$ cat src/hw/rtl/pip_pkg.sv
// Shared types and constants of the point-in-polygon winding block.
package pip_pkg;

  // Coordinate and result widths
  localparam int COORD_W   = 24;
  localparam int DIFF_W    = COORD_W + 1;
  localparam int PROD_W    = 2 * DIFF_W;
  localparam int DET_W     = PROD_W + 1;
  localparam int CTOL_W    = 16;
  localparam int DTOL_W    = 32;
  localparam int WIND_W    = 11;
  localparam int CFG_ADDR_W = 1;
  localparam int CFG_DATA_W = 32;
  localparam int IN_DATA_W  = 6 * COORD_W;
  localparam int OUT_DATA_W = 16;

  // Winding count saturates at +-MAX_EDGES/2
  localparam int MAX_EDGES = 1024;
  localparam logic signed [WIND_W-1:0] WIND_LIMIT = WIND_W'(MAX_EDGES / 2);

  // Configuration register indexes
  localparam logic [CFG_ADDR_W-1:0] REG_COORD_TOL = 1'd0;
  localparam logic [CFG_ADDR_W-1:0] REG_DET_TOL   = 1'd1;

  // Early classification of one edge, before the determinant is known
  typedef enum logic [1:0] {
    EDGE_NONE,
    EDGE_BND,
    EDGE_WIND,
    EDGE_DET
  } pip_code_t;

  // Outcome of one edge, handed to the accumulator
  typedef struct packed {
    logic vld;
    logic first;
    logic last;
    logic bnd;
    logic wind;
    logic up;
  } pip_evt_t;

endpackage

$ cat src/hw/rtl/pip_edge.sv
// Edge geometry pipeline: differences, vertex tests, products, determinant, outcome.
module pip_edge (
  input  logic                                   clk,
  input  logic                                   rst_n,
  input  logic                                   adv,
  input  logic                                   req_vld,
  input  logic signed [pip_pkg::COORD_W-1:0]     start_x,
  input  logic signed [pip_pkg::COORD_W-1:0]     start_y,
  input  logic signed [pip_pkg::COORD_W-1:0]     end_x,
  input  logic signed [pip_pkg::COORD_W-1:0]     end_y,
  input  logic signed [pip_pkg::COORD_W-1:0]     query_x,
  input  logic signed [pip_pkg::COORD_W-1:0]     query_y,
  input  logic                                   first_edge,
  input  logic                                   last_edge,
  input  logic [pip_pkg::CTOL_W-1:0]             coord_tol,
  input  logic [pip_pkg::DTOL_W-1:0]             det_tol,
  output pip_pkg::pip_evt_t                      evt
);

  localparam int CW = pip_pkg::COORD_W;
  localparam int DW = pip_pkg::DIFF_W;
  localparam int PW = pip_pkg::PROD_W;
  localparam int TW = pip_pkg::DET_W;

  // |d| <= tol on a coordinate difference
  function automatic logic near(input logic signed [DW-1:0] d,
                                input logic [pip_pkg::CTOL_W-1:0] tol);
    logic signed [DW:0] t;
    logic signed [DW:0] dd;
    t  = $signed({{(DW + 1 - pip_pkg::CTOL_W){1'b0}}, tol});
    dd = {d[DW-1], d};
    near = (dd <= t) && (dd >= -t);
  endfunction

  // Stage 1: input register
  logic                  v1_r;
  logic signed [CW-1:0]  x0_r, y0_r, x1_r, y1_r, rx_r, ry_r;
  logic                  f1_r, l1_r;

  always_ff @(posedge clk) begin
    if (!rst_n) begin
      v1_r <= 1'b0;
    end else if (adv) begin
      v1_r <= req_vld;
    end
    if (adv) begin
      x0_r <= start_x;
      y0_r <= start_y;
      x1_r <= end_x;
      y1_r <= end_y;
      rx_r <= query_x;
      ry_r <= query_y;
      f1_r <= first_edge;
      l1_r <= last_edge;
    end
  end

  // Differences to the query point and early classification
  logic signed [DW-1:0] dx0, dy0, dx1, dy1;
  logic                 a_ge, b_gt, up;
  pip_pkg::pip_code_t   code_nxt;

  assign dx0 = DW'(x0_r) - DW'(rx_r);
  assign dy0 = DW'(y0_r) - DW'(ry_r);
  assign dx1 = DW'(x1_r) - DW'(rx_r);
  assign dy1 = DW'(y1_r) - DW'(ry_r);
  assign a_ge = !dx0[DW-1];
  assign b_gt = !dx1[DW-1] && (dx1 != '0);
  assign up   = y1_r > y0_r;

  always_comb begin
    if (f1_r && near(dx0, coord_tol) && near(dy0, coord_tol)) begin
      code_nxt = pip_pkg::EDGE_BND;
    end else if (near(dy1, coord_tol) && near(dx1, coord_tol)) begin
      code_nxt = pip_pkg::EDGE_BND;
    end else if (near(dy1, coord_tol) && near(dy0, coord_tol) &&
                 (b_gt == dx0[DW-1])) begin
      code_nxt = pip_pkg::EDGE_BND;
    end else if (dy0[DW-1] == dy1[DW-1]) begin
      code_nxt = pip_pkg::EDGE_NONE;
    end else if (a_ge && b_gt) begin
      code_nxt = pip_pkg::EDGE_WIND;
    end else if (!a_ge && !b_gt) begin
      code_nxt = pip_pkg::EDGE_NONE;
    end else begin
      code_nxt = pip_pkg::EDGE_DET;
    end
  end

  // Stage 2: differences and classification
  logic                 v2_r, f2_r, l2_r, up2_r;
  pip_pkg::pip_code_t   code2_r;
  logic signed [DW-1:0] dx0_r, dy0_r, dx1_r, dy1_r;

  always_ff @(posedge clk) begin
    if (!rst_n) begin
      v2_r <= 1'b0;
    end else if (adv) begin
      v2_r <= v1_r;
    end
    if (adv) begin
      f2_r    <= f1_r;
      l2_r    <= l1_r;
      up2_r   <= up;
      code2_r <= code_nxt;
      dx0_r   <= dx0;
      dy0_r   <= dy0;
      dx1_r   <= dx1;
      dy1_r   <= dy1;
    end
  end

  // Stage 3: the two cross products
  logic                 v3_r, f3_r, l3_r, up3_r;
  pip_pkg::pip_code_t   code3_r;
  logic signed [PW-1:0] p0_r, p1_r;

  always_ff @(posedge clk) begin
    if (!rst_n) begin
      v3_r <= 1'b0;
    end else if (adv) begin
      v3_r <= v2_r;
    end
    if (adv) begin
      f3_r    <= f2_r;
      l3_r    <= l2_r;
      up3_r   <= up2_r;
      code3_r <= code2_r;
      p0_r    <= dx0_r * dy1_r;
      p1_r    <= dx1_r * dy0_r;
    end
  end

  // Stage 4: determinant
  logic                 v4_r, f4_r, l4_r, up4_r;
  pip_pkg::pip_code_t   code4_r;
  logic signed [TW-1:0] det_r;

  always_ff @(posedge clk) begin
    if (!rst_n) begin
      v4_r <= 1'b0;
    end else if (adv) begin
      v4_r <= v3_r;
    end
    if (adv) begin
      f4_r    <= f3_r;
      l4_r    <= l3_r;
      up4_r   <= up3_r;
      code4_r <= code3_r;
      det_r   <= TW'(p0_r) - TW'(p1_r);
    end
  end

  // Final outcome: point on the edge, crossing, or nothing
  logic signed [TW-1:0] dtol_s;
  logic                 det_zero;

  assign dtol_s   = $signed({{(TW - pip_pkg::DTOL_W){1'b0}}, det_tol});
  assign det_zero = (det_r <= dtol_s) && (det_r >= -dtol_s);

  always_comb begin
    evt       = '0;
    evt.vld   = v4_r;
    evt.first = f4_r;
    evt.last  = l4_r;
    evt.up    = up4_r;
    case (code4_r)
      pip_pkg::EDGE_BND:  evt.bnd = 1'b1;
      pip_pkg::EDGE_WIND: evt.wind = 1'b1;
      pip_pkg::EDGE_DET: begin
        if (det_zero) begin
          evt.bnd = 1'b1;
        end else begin
          evt.wind = ((det_r > 0) == up4_r);
        end
      end
      default: ;
    endcase
  end

endmodule

$ cat src/hw/rtl/pip_accum.sv
// Winding count and boundary flag accumulator with the result register.
module pip_accum (
  input  logic                                 clk,
  input  logic                                 rst_n,
  input  logic                                 adv,
  input  pip_pkg::pip_evt_t                    evt,
  input  logic                                 out_ready,
  output logic                                 out_vld,
  output logic                                 inside_res,
  output logic                                 on_boundary,
  output logic signed [pip_pkg::WIND_W-1:0]    winding
);

  localparam int WW = pip_pkg::WIND_W;

  logic signed [WW-1:0] wind_r, wind_nxt, wind_base;
  logic                 bnd_r, bnd_nxt, bnd_base;
  logic                 out_vld_r, inside_r, onb_r;
  logic signed [WW-1:0] out_wind_r;
  logic                 take;

  assign take = adv && evt.vld;

  // Per-edge update: first mark clears, latched boundary freezes the count
  always_comb begin
    wind_base = evt.first ? '0 : wind_r;
    bnd_base  = evt.first ? 1'b0 : bnd_r;
    wind_nxt  = wind_base;
    bnd_nxt   = bnd_base;
    if (!bnd_base) begin
      if (evt.bnd) begin
        bnd_nxt = 1'b1;
      end else if (evt.wind) begin
        if (evt.up) begin
          wind_nxt = (wind_base == pip_pkg::WIND_LIMIT) ? wind_base : wind_base + WW'(1);
        end else begin
          wind_nxt = (wind_base == -pip_pkg::WIND_LIMIT) ? wind_base : wind_base - WW'(1);
        end
      end
    end
  end

  // State registers
  always_ff @(posedge clk) begin
    if (!rst_n) begin
      wind_r <= '0;
      bnd_r  <= 1'b0;
    end else if (take) begin
      wind_r <= wind_nxt;
      bnd_r  <= bnd_nxt;
    end
  end

  // Result register, loaded on the last edge of a polygon
  always_ff @(posedge clk) begin
    if (!rst_n) begin
      out_vld_r <= 1'b0;
    end else if (take && evt.last) begin
      out_vld_r <= 1'b1;
    end else if (out_ready) begin
      out_vld_r <= 1'b0;
    end
    if (take && evt.last) begin
      inside_r   <= (wind_nxt != '0) && !bnd_nxt;
      onb_r      <= bnd_nxt;
      out_wind_r <= wind_nxt;
    end
  end

  assign out_vld     = out_vld_r;
  assign inside_res  = inside_r;
  assign on_boundary = onb_r;
  assign winding     = out_wind_r;

`ifndef NO_ASSERTIONS
  a_wind_range: assert property (@(posedge clk) disable iff (!rst_n)
    (wind_r <= pip_pkg::WIND_LIMIT) && (wind_r >= -pip_pkg::WIND_LIMIT))
    else $error("winding count outside saturation range");

  a_bnd_freeze: assert property (@(posedge clk) disable iff (!rst_n)
    (take && bnd_r && !evt.first) |=> ($stable(wind_r) && bnd_r))
    else $error("winding count changed after boundary latched");

  a_last_loads: assert property (@(posedge clk) disable iff (!rst_n)
    (take && evt.last) |=> out_vld_r)
    else $error("last edge did not produce a result");

  a_evt_excl: assert property (@(posedge clk) disable iff (!rst_n)
    evt.vld |-> !(evt.bnd && evt.wind))
    else $error("edge flagged both boundary and crossing");
`endif

endmodule

$ cat src/hw/rtl/point_in_polygon_winding_top.sv
// Top level of the point-in-polygon winding-number block.
// Takes one polygon edge per cycle, unless stalled, with the query point and first/last marks,
// and after the last edge returns inside, on-boundary and the saturated winding
// count. Edges pass a five-stage pipeline (input register, differences,
// two 25x25 products, determinant, accumulate), so a request can be accepted
// before earlier edges are through. The pipeline stalls only when a last edge
// reaches the accumulator while the previous result is still waiting to be
// taken; edges that are not last keep flowing meanwhile. Tolerances are to be
// written over the cfg port only while idle; the block does not enforce this.
module point_in_polygon_winding_top (
  input  logic                                  clk,
  input  logic                                  rst_n,
  // Edge requests
  input  logic                                  in_tvalid,
  output logic                                  in_tready,
  // start_x[23:0], start_y[47:24], end_x[71:48], end_y[95:72],
  // query_x[119:96], query_y[143:120]
  input  logic [pip_pkg::IN_DATA_W-1:0]         in_tdata,
  // first_edge[0]
  input  logic                                  in_tuser,
  input  logic                                  in_tlast,
  // Results
  output logic                                  out_tvalid,
  input  logic                                  out_tready,
  // inside_res[0], on_boundary[1], winding[12:2], zero[15:13]
  output logic [pip_pkg::OUT_DATA_W-1:0]        out_tdata,
  // Configuration
  input  logic                                  cfg_wr_en,
  input  logic [pip_pkg::CFG_ADDR_W-1:0]        cfg_addr,
  input  logic [pip_pkg::CFG_DATA_W-1:0]        cfg_wdata
);

  localparam int CW = pip_pkg::COORD_W;

  logic [pip_pkg::CTOL_W-1:0] coord_tol_r;
  logic [pip_pkg::DTOL_W-1:0] det_tol_r;

  // Configuration registers
  always_ff @(posedge clk) begin
    if (!rst_n) begin
      coord_tol_r <= pip_pkg::CTOL_W'(1);
      det_tol_r   <= pip_pkg::DTOL_W'(1);
    end else if (cfg_wr_en) begin
      unique case (cfg_addr)
        pip_pkg::REG_COORD_TOL: coord_tol_r <= cfg_wdata[pip_pkg::CTOL_W-1:0];
        pip_pkg::REG_DET_TOL:   det_tol_r   <= cfg_wdata[pip_pkg::DTOL_W-1:0];
        default: ;
      endcase
    end
  end

  pip_pkg::pip_evt_t evt;
  logic              adv;
  logic              res_vld;
  logic              inside_res, on_boundary;
  logic signed [pip_pkg::WIND_W-1:0] winding;

  // Hold the pipeline only when a result is due and the result register is full
  assign adv       = !(evt.vld && evt.last && res_vld && !out_tready);
  assign in_tready = adv;

  pip_edge u_edge (
    .clk        (clk),
    .rst_n      (rst_n),
    .adv        (adv),
    .req_vld    (in_tvalid),
    .start_x    (in_tdata[CW-1:0]),
    .start_y    (in_tdata[2*CW-1:CW]),
    .end_x      (in_tdata[3*CW-1:2*CW]),
    .end_y      (in_tdata[4*CW-1:3*CW]),
    .query_x    (in_tdata[5*CW-1:4*CW]),
    .query_y    (in_tdata[6*CW-1:5*CW]),
    .first_edge (in_tuser),
    .last_edge  (in_tlast),
    .coord_tol  (coord_tol_r),
    .det_tol    (det_tol_r),
    .evt        (evt)
  );

  pip_accum u_accum (
    .clk         (clk),
    .rst_n       (rst_n),
    .adv         (adv),
    .evt         (evt),
    .out_ready   (out_tready),
    .out_vld     (res_vld),
    .inside_res  (inside_res),
    .on_boundary (on_boundary),
    .winding     (winding)
  );

  assign out_tvalid = res_vld;
  assign out_tdata  = {3'b000, winding, on_boundary, inside_res};

endmodule
$ cat config.mk
export PLATFORM = sky130hd
export DESIGN_NAME = point_in_polygon_winding_top
export DESIGN_NICKNAME = d
export VERILOG_FILES = /design/src/hw/rtl/pip_pkg.sv /design/src/hw/rtl/pip_edge.sv /design/src/hw/rtl/pip_accum.sv /design/src/hw/rtl/point_in_polygon_winding_top.sv
export SDC_FILE = /design/constraint.sdc
export NUM_CORES = 2
export LEC_CHECK = 0
export ABC_AREA = 1
export BUFFER_PORTS_ARGS = -buffer_cell sky130_fd_sc_hd__buf_2
export CAP_MARGIN = 20
export CORE_UTILIZATION = 29
export CTS_CLUSTER_SIZE = 20
export DETAILED_ROUTE_END_ITERATION = 12
export SYNTH_ARGS = -nofsm -noshare
export SYNTH_HDL_FRONTEND = slang
export SYNTH_SLANG_ARGS = --single-unit
$ cat constraint.sdc
create_clock -name clk -period 25.5 [get_ports clk]
set_clock_uncertainty 0.1 [all_clocks]
set_input_delay 5.1 -clock clk [delete_from_list [all_inputs] [get_ports clk]]
set_output_delay 5.1 -clock clk [all_outputs]
set_load 0.005 [all_outputs]
==> metrics.yaml <==
cts_num_sinks: 490
holdWs_ns: 0.319
postLayoutSetupSlackWorst_ns: 13.78
finalHoldViolCount: 0
io-pin-count: 202
drive_gt1_frac: 0.0501
slew_headroom: 0.292
gp_congestion: 0.923
end_kind: "output pin"
fin_crit_sh: 0.460
io_buffers: 198
setup-tns-final_ns: 0
cts_max_level: 2
yosys.area_share.adder: 0.450
cap_violations: 0
drcViolationCount: 0
drt-pass1-iter-count: 7
fmax_mhz: 85.3
worstSetupStartpointType: "primary input"
syn_avg_cell_area_um2: 8.51
hold_buffers: 0
drt_iter0_drc: 4172
die_y_um: 522
wirelength_mm: 230
final_nets: 11500
synth_seq_cells: 490
grt_pass1_wl_mm: 358
postRouteAntennaNets: 0
synth_flop_cell: "edfxtp_1"
crit_arrival_ns: 6.52
synthSimpleGateAreaFrac: 0.138
cts_root_buf: "clkbuf_16"
final-max-slew-violation-count: 0
setup_viol: 0
core_um2: 268000
cts.clk_slew.worst_paths_ns: 0.05
reg2reg_slack_ns: 17.79
synth_cells: 9205
mostFrequentLayoutCells: "2453 x inv_1, 1933 x nand2_1, 1321 x fa_1, 704 x ha_1, 476 x a21oi_1"
synth_cell_type_count: 62
muxShareOfSynthArea: 0
synth.top_cell.area_share: 0.338
ctsLongestPathBuffers: 3
dp_slack_ns: 13.80
synth.largest_area_cell: "fa_1"
worst-path-max-fanout: 37
seq_area_frac_synth: 0.179
cp.required_ns: 20.30
synth_top_family_by_area: "adder cells"
final_common_cell: "inv_1"
rsz0062_at_grt: "false"
worst_slew_pin_slew_ns: 1.06
cts_tree: "done"
clock_latency_ns: 0.74
synth_area_um2: 78300
synth_xor_area_frac: 0.0330
grt_pass1_vias: 60800
path_class: "primary input to output pin"
synth_area_leaders: "fa_1 34%, edfxtp_1 16%, inv_1 12%, ha_1 11%, nand2_1 9.3%"
grt_antenna_before_repair: 30
die_width_um: 522
avgRoutedWirePerCell_um: 17.8
cts_resized: 0
vias_per_cell: 4.59
num_rows: 190
hpwl_mm: 185
overflow: 0
grt_use_total: 0.170
die_area_um2: 272000
hold_class: "register to register"
synth_compound_area_frac: 0.0658
outcome: "finished clean"
grt_max_degree: 65
async_flop_share: 0
area_growth_pct: 9.13
synth_warnings: 0
numCtsBuffers: 58
postCtsSetupBuffers: 0
synth-edff-count: 425
vias: 59000
initial_core_util: 0.292
min_period_ns: 11.72
## area by class of cell
class,instances,area [um2]
multi-input combinational,5931,53800
sequential,490,14100
tap,3552,4440
fill,28000,183000
clock inverter,47,522
timing repair buffer,310,1910
antenna,13,32.5
inverter,2459,9240
clock buffer,62,1480
## final timing paths
check | start | endpoint | cells past startpoint
max | out_tready | in_tready | 6
min | u_edge.f2_r$_DFFE_PN_ | u_edge.f3_r$_DFFE_PN_ | 0
max reg2reg | u_edge.dx1_r[24]$_DFFE_PN_ | u_edge.p1_r[36]$_DFFE_PN_ | 22
min reg2reg | u_edge.f2_r$_DFFE_PN_ | u_edge.f3_r$_DFFE_PN_ | 0
## per-layer routing
metal,track usage,wire length (um),vias to the layer above,part of all wire
li1,-,-,27800,-
met1,0.236,103000,28900,0.45
met2,0.275,104000,1960,0.45
met3,0.0188,14800,331,0.065
met4,0.0595,8570,0,0.037
met5,0,0,-,0
## cell families (layout without fill, tap and decap cells)
group,count (synthesis),count (layout)
buffers and inverters,2786,2878
adders and majority gates,2025,2025
AOI/OAI and AO/OA,928,928
other,1,16
and+or+nand+nor,2680,2680
DFF,490,490
xor gates and xnor gates,295,295
## flip-flops by register name, indices dropped and copies added (netlist names), 2 cells and up
register and cells:
u_edge.p0_r 50, u_edge.code3_r 2, u_edge.code2_r 2, u_edge.dy0_r 25, u_edge.code4_r 2, u_edge.p1_r 50
u_accum.wind_r 11, coord_tol_r 16, u_edge.dx0_r 25, u_edge.dy1_r 25, u_edge.y0_r 24, u_edge.y1_r 24
u_edge.x1_r 24, u_edge.x0_r 24, u_edge.ry_r 24, u_edge.dx1_r 25, u_edge.det_r 51, u_accum.winding 11
det_tol_r 32, u_edge.rx_r 24
## synth_stat cells, types with 53 or more instances
cell and number:
fa_1 1321, nor3_1 53, xor2_1 198, clkbuf_1 318, edfxtp_1 425, xnor2_1 97, a21oi_1 476, nand2_1 1934
dfxtp_1 65, nand3_1 125, a31oi_1 58, nor2_1 396, inv_1 2454, ha_1 704, nand4_1 73, o21ai_0 225
## critical path: stages
cell and delay, ns:
buf_2 0.10, nor2_1 0.15, inv_1 0.08, nor2_1 0.49, inv_8 0.21, buf_2 0.26
## through the flow
| stage | cells | utilization | cell area (um2) |
|---|---|---|---|
| floorplan | 9207 | - | 78400 |
| global placement | 12700 | 0.311 | 83400 |
| detailed placement | 12700 | 0.311 | 83400 |
| CTS | 12800 | 0.318 | 85400 |
| global route | 12900 | 0.319 | 85500 |
| finish | 12900 | 0.319 | 85500 |
Power is not shown: default switching activity piles up to over one toggle a cycle in this logic, so the estimate is an artifact.
